==> src/rtl/kts_ram.sv <==
// ----------------------------------------------------------------------------
// kts_ram
// generic single write, single read ram with registered read data
// ----------------------------------------------------------------------------
module kts_ram #(
  parameter int WIDTH = 8,
  parameter int DEPTH = 16
) (
  input  logic                     clk,
  input  logic                     we,
  input  logic [$clog2(DEPTH)-1:0] waddr,
  input  logic [WIDTH-1:0]         wdata,
  input  logic [$clog2(DEPTH)-1:0] raddr,
  output logic [WIDTH-1:0]         rdata
);

  logic [WIDTH-1:0] mem [DEPTH];

  always_ff @(posedge clk) begin
    if (we) begin
      mem[waddr] <= wdata;
    end
    rdata <= mem[raddr];
  end

endmodule
==> config.mk <==
export PLATFORM = sky130hd
export DESIGN_NAME = kts_ram
export DESIGN_NICKNAME = d
export VERILOG_FILES = /design/src/rtl/kts_ram.sv
export SDC_FILE = /design/constraint.sdc
export NUM_CORES = 1
export LEC_CHECK = 0
export BUFFER_PORTS_ARGS = -buffer_cell sky130_fd_sc_hd__buf_2
export CAP_MARGIN = 20
export CORE_ASPECT_RATIO = 0.75
export CORE_MARGIN = 5
export CORE_UTILIZATION = 65
export DETAILED_ROUTE_END_ITERATION = 10
export PLACE_DENSITY = 0.91
export SYNTH_ARGS = -nofsm -noshare
export SYNTH_HDL_FRONTEND = slang
export SYNTH_SLANG_ARGS = --single-unit
==> constraint.sdc <==
create_clock -name clk -period 4.7 [get_ports clk]
set_input_delay 0.94 -clock clk [delete_from_list [all_inputs] [get_ports clk]]
set_output_delay 0.94 -clock clk [all_outputs]
set_load 0.01 [all_outputs]
==> reports/qor.yml, run 1 <==
hpwl_mm: 5.86
ios: 26
cts_tree: "done"
synthesis.area_sq_mm: 0.00515
multi_input_area_sq_mm: 0.00106
max_slew.worst_pin.slew_ns: 0.987
period_minus_slack_ns: 2.38
fin_cells: 386
startpoint: "waddr[2]"
ys_seq_elements: 136
antenna_left: 0
vias_per_cell: 6.50
io_buffers: 25
post_route_cells_drive_above_1_share: 0.267
reg2reg_to: "rdata[2]"
cts_root_buf: "clkbuf_8"
worst-setup-path-type: "input pin to flop"
antenna_cells: 0
p_leak_nw: 2.00
dr.pass1.iters: 6
cp-start-kind: "input pin"
dp.cells: 353
cts_post_setup_buffers_inserted: 0
grt_use_total: 0.233
postPlaceCellArea_sq_mm: 0.00535
ys_types: 19
detail_route.wl_per_cell_um: 26.3
crit_path_cell_trace: "buf_2 -> or3b_2 -> nor3_1 -> buf_4"
clock.fmax_mhz: 420
die_h_um: 87.1
clock_insertion_delay_worst_skew_ns: 0.51
layout_setup_ws_ns: 2.32
route.detailed.drc: 0
clockBufferDepth: 2
power_mw: 2.75
cts_hold_buf: 0
finalCritPeriodShare: 0.506
worstHoldStart: "mem[7][1]"
slowest_stage: "nor3_1"
syn2layout_area_growth_pct: 15.4
finalHoldViolCount: 0
crit_path_end_kind: "flop"
synthesis.nets: 247
utilization: 0.760
status: "finished clean"
fin_tns_setup_ns: 0
grt_pass1_wl_mm: 15.6
gp_congestion: 0.802
dieArea_sq_mm: 0.00982
vdd_drop_max_mv: 0.327
rrSetupSlack_ns: 3.25
synthCells: 229
clock_skew_ns: 0.00608
h-tree-depth: 4
whs_ns: 0.676
final_nets: 286
numCtsBuffers: 17
cts_resized: 0
grt_overflow: 0
row_count: 28
cap_violations: 0
drv_slew: 0
design_area_sq_mm: 0.00594
crit_fanout: 5
place_ws_ns: 1.78
r2r_cells: 3
drtIter0Drc: 271
hold_depth: 3
setup_viol_count_final: 0
cts_sinks: 136
postRouteWirelength_mm: 10.1
fillers: 408
syn_area_per_cell_sq_um: 22.5
core_sq_mm: 0.00781
rsz0062_at_grt: "no"
cp_slowest_stage_delay_ns: 0.74
die_x_um: 113
grt_pass1_vias: 2598
endpoint: "mem[0][4]"
arrival_ns: 2.60
route.vias.total: 2510
yosysSeqAreaShare: 0.778
maxSlewHeadroom: 0.339
hold_path.class: "flop to flop"
initial_core_util: 0.659
reg2reg_from: "mem[9][2]"
path_clk_slew_ns: 0.06
antenna_found_initial: 0
crit_required_ns: 4.92
grt_max_degree: 33
ff_latch_area_sq_mm: 0.00400
yosysWarningCount: 0
p_per_area_mw_per_mm2: 463
-- registers in the layout, indices dropped and copies added, names as in the netlist --
register	count
mem	128
rdata	8
-- layer usage --
| layer | up-vias | global-route usage | part of all wire |
|---|---|---|---|
| li1 | 1053 | - | - |
| met1 | 1313 | 0.324 | 0.41 |
| met2 | 131 | 0.354 | 0.49 |
| met3 | 13 | 0.0882 | 0.084 |
| met4 | 0 | 0.0633 | 0.014 |
| met5 | - | 0 | 0 |
-- kinds of logic after synthesis --
group	synth area share
flip-flops	0.778
AND/OR/NAND/NOR	0.0318
multiplexers	0.150
AO/OA/AOI/OAI	0.0233
buffers and inverters	0.0168
-- cells in the final DEF, fill, tap and decap left out, drive strengths merged --
| cell type | instances |
|---|---|
| a22oi | 16 |
| and2 | 1 |
| and2b | 1 |
| buf | 30 |
| bufinv | 3 |
| clkbuf | 22 |
| clkinv | 6 |
| clkinvlp | 1 |
| dfxtp | 8 |
| edfxtp | 128 |
| mux4 | 32 |
| nand2 | 9 |
| nand2b | 2 |
| nand3 | 1 |
| nand3b | 2 |
| nor2 | 13 |
| nor2b | 1 |
| nor3 | 4 |
| or3b | 1 |
-- power breakdown --
group | internal [mW] | total [mW] | switching [mW] | leakage (nW)
logic | 0.0513 | 0.125 | 0.0740 | 0.504
clock network | 0.802 | 1.26 | 0.459 | 0.274
registers | 1.36 | 1.37 | 0.00902 | 1.22
total | 2.21 | 2.75 | 0.542 | 2.00
-- critical path: cells and delay by family --
family        cells  cell delay, ns
simple gates      2            1.25
buf+inv           2            0.40
-- synthesized netlist by cell type --
master	count	share of area
nor3_1	4	0.0039
and2b_1	1	0.0015
a22oi_1	16	0.023
mux4_1	14	0.071
nand3b_1	2	0.0029
mux4_2	18	0.079
buf_2	3	0.0029
nand2_1	9	0.0066
nor2b_1	1	0.0012
clkdlybuf4s25_2	3	0.0058
nand2b_1	2	0.0024
nor2_1	13	0.0095
dfxtp_1	8	0.031
buf_6	3	0.0066
and2_1	1	0.0012
nand3_1	1	0.00097
edfxtp_1	128	0.75
or3b_2	1	0.0017
buf_4	1	0.0015
-- worst min-delay path by stage --
stage | endpoint | slack, ns
after floorplan | rdata[0] | 0.63
after global placement | rdata[2] | 0.64
after detailed placement | rdata[2] | 0.66
after CTS | rdata[1] | 0.68
after global routing | rdata[0] | 0.73
final | rdata[1] | 0.68
-- area by class of cell --
class                   instances  area share
multi-input cells              83       0.178
clock buffers                  22      0.0729
well taps                     105      0.0221
repair buffers                 30      0.0308
clock inverters                10      0.0219
flip-flops and latches        136       0.674
Power figures use the tool's default switching activity.
==> inputs of run 2 (changes only) <==
- CORE_UTILIZATION: 65 -> 60
- PLACE_DENSITY: 0.91 -> 0.85
- clock period: 4.7 -> 2.2 ns (I/O delays scaled with it)
==> run 2 against run 1 <==
Worst setup slack lost 1.6 ns. Global-route usage fell by 1.9 points. Sequential share of layout area down 1.4 points. Sequential cell count unchanged. Critical path depth is 1 higher. Total power is 110% higher. Sequential power is 110% higher. Critical path type unchanged. Highest routed layer is now met5.
==> reports/qor.yml, run 2 (synthesis results as in run 1) <==
status: "finished clean"  # unchanged
grt_use_total: 0.214  # was 0.233
final_common_cell: "edfxtp_1"  # unchanged
clock_skew_ns: 0.00641  # was 0.00608 ns
largest_reg_flops: 128  # unchanged
max_slew.worst_pin.slew_ns: 0.682  # was 0.987 ns
clock_insertion_delay_worst_skew_ns: 0.41  # was 0.51 ns
fin_tns_setup_ns: 0  # unchanged
core_sq_mm: 0.00842  # was 0.00781 sq mm
endpoint: "rdata[0]"  # was mem[0][4]
grt_pass1_vias: 2669  # was 2,598
p_per_area_mw_per_mm2: 938  # was 463 mW/mm^2
reg2reg_from: "mem[1][0]"  # was mem[9][2]
cts_hold_buf: 0  # unchanged
rrSetupSlack_ns: 0.81  # was 3.25 ns
hold_path.class: "input pin to flop"  # was flop to flop
crit_path_cell_trace: "buf_2 -> buf_12 -> mux4_1 -> a22oi_1 -> nand2_1"  # was buf_2 -> or3b_2 -> nor3_1 -> buf_4
path_clk_slew_ns: 0.06  # about the same
arrival_ns: 1.72  # was 2.60 ns
finalCritPeriodShare: 0.653
rsz0062_at_grt: "no"  # unchanged
r2r_cells: 3  # unchanged
vias_per_cell: 6.27  # was 6.50
worst-path-stages: 5  # was 4
fillers: 488  # was 408
post_route_cells_drive_above_1_share: 0.318  # was 0.267
setup_viol_count_final: 0  # unchanged
crit_path_end_kind: "flop"  # unchanged
numCtsBuffers: 17  # unchanged
crit_family: "multiplexers"  # was simple AND/OR/NAND/NOR gates
io_buffers: 25  # unchanged
drtIter0Drc: 223  # was 271
largest-register: "mem"  # unchanged
fin_cells: 407  # was 386
utilization: 0.720  # was 0.760
cp_num_buf_inv: 2  # unchanged
clock.fmax_mhz: 696
layout_common_cells: "edfxtp_1 (128), buf_2 (25), buf_4 (20)"  # was edfxtp_1 (128), buf_2 (25), mux4_2 (18)
hpwl_mm: 6.46  # was 5.86 mm
antenna_found_initial: 1  # was 0
reg2reg_to: "rdata[0]"  # was rdata[2]
antenna_cells: 0  # unchanged
die_h_um: 90.2  # was 87.1 um
route.vias.total: 2551  # was 2,510
drv_slew: 0  # unchanged
h-tree-depth: 4  # unchanged
cts_sinks: 136  # unchanged
dp.cells: 375  # was 353
slowest_stage: "mux4_1"  # was nor3_1
dr.pass1.iters: 5  # was 6
antenna_left: 0  # unchanged
cts_post_setup_buffers_inserted: 0  # unchanged
initial_core_util: 0.611  # was 0.659
die_x_um: 117  # was 113 um
grt_overflow: 0  # unchanged
syn2layout_area_growth_pct: 17.8  # was 15.4%
route.detailed.drc: 0  # unchanged
reg_top3: "mem x128, rdata x8"  # unchanged
detail_route.wl_per_cell_um: 25.2  # was 26.3 um
period_minus_slack_ns: 1.44
grt_pass1_wl_mm: 15.6  # about the same
clockBufferDepth: 2  # unchanged
cts_root_buf: "clkbuf_16"  # was clkbuf_8
ios: 26  # unchanged
power_mw: 5.69  # was 2.75 mW
final_nets: 304  # was 286
finalHoldViolCount: 0  # unchanged
vdd_drop_max_mv: 0.760  # was 0.327 mV
cap_violations: 0  # unchanged
row_count: 29  # was 28
grt_max_degree: 33  # unchanged
cp_slowest_stage_delay_ns: 0.57  # was 0.74 ns
maxSlewHeadroom: 0.544  # was 0.339
cts_resized: 0  # unchanged
p_leak_nw: 2.09  # was 2.00 nW
worst-setup-path-type: "input pin to flop"  # unchanged
gp_congestion: 0.816  # was 0.802
cts_tree: "done"  # unchanged
postRouteWirelength_mm: 10.2  # was 10.1 mm
startpoint: "raddr[0]"  # was waddr[2]
cp-start-kind: "input pin"  # unchanged
crit_required_ns: 2.49  # was 4.92 ns
dieArea_sq_mm: 0.0106  # was 0.00982 sq mm
crit_fanout: 15  # was 5
-- run 2: cell types whose count changed in the layout (fill, tap and decap cells not counted), sizes merged --
cell and delta:
buf +18, bufinv -3, clkbuf +2, clkinvlp +1
-- run 2: area by class of cell --
cell class | count | area (sq um) | share of cell area
Timing Repair Buffer | 48 | 335 | 0.0553
Clock buffer | 24 | 482 | 0.0795
Tap cell | 108 | 135 | 0.0223
Multi-Input combinational cell | 83 | 1060 | 0.174
Sequential cell | 136 | 4000 | 0.660
Clock inverter | 8 | 48.8 | 0.00805
-- run 2: per-layer routing --
| layer | wire length (um) | vias up | global-route usage |
|---|---|---|---|
| met1 | 4130 | 1308 | 0.297 |
| met2 | 5010 | 130 | 0.311 |
| met5 | 14 | - | 0 |
| met3 | 866 | 22 | 0.0792 |
| met4 | 218 | 2 | 0.0812 |
| li1 | - | 1089 | - |
-- run 2: report_power, final --
| part | total [mW] | internal, mW | switching (mW) |
|---|---|---|---|
| Sequential | 2.92 | 2.90 | 0.0196 |
| Clock | 2.49 | 1.52 | 0.971 |
| Combinational | 0.281 | 0.122 | 0.159 |
| Total | 5.69 | 4.54 | 1.15 |
-- run 2: how the worst min path moves through the flow --
stage	endpoint	start	cells after the start	slack (ns)
floorplan	mem[0][0]	wdata[0]	0	0.54
global placement	rdata[5]	mem[11][5]	3	0.66
detailed placement	rdata[0]	mem[14][0]	3	0.68
CTS	mem[6][3]	wdata[3]	1	0.40
global route	mem[2][3]	wdata[3]	1	0.40
finish	mem[5][3]	wdata[3]	1	0.42
-- run 2: worst register-to-register path, delay by kind of cell, from the launching register on --
family / cells / cell delay (ns)
and+or+nand+nor: 1 / 0.08
DFF: 1 / 0.37
AOI/OAI and AO/OA: 1 / 0.30
muxes: 1 / 0.51
-- run 2: stage by stage --
| stage | setup WS, ns | cell area (sq um) | hold slack [ns] |
|---|---|---|---|
| floorplan | 0.267 | 5150 | 0.539 |
| global placement | 0.358 | 5530 | 0.656 |
| detailed placement | 0.340 | 5530 | 0.681 |
| CTS | 0.761 | 6060 | 0.399 |
| global route | 0.725 | 6060 | 0.403 |
| finish | 0.763 | 6060 | 0.416 |
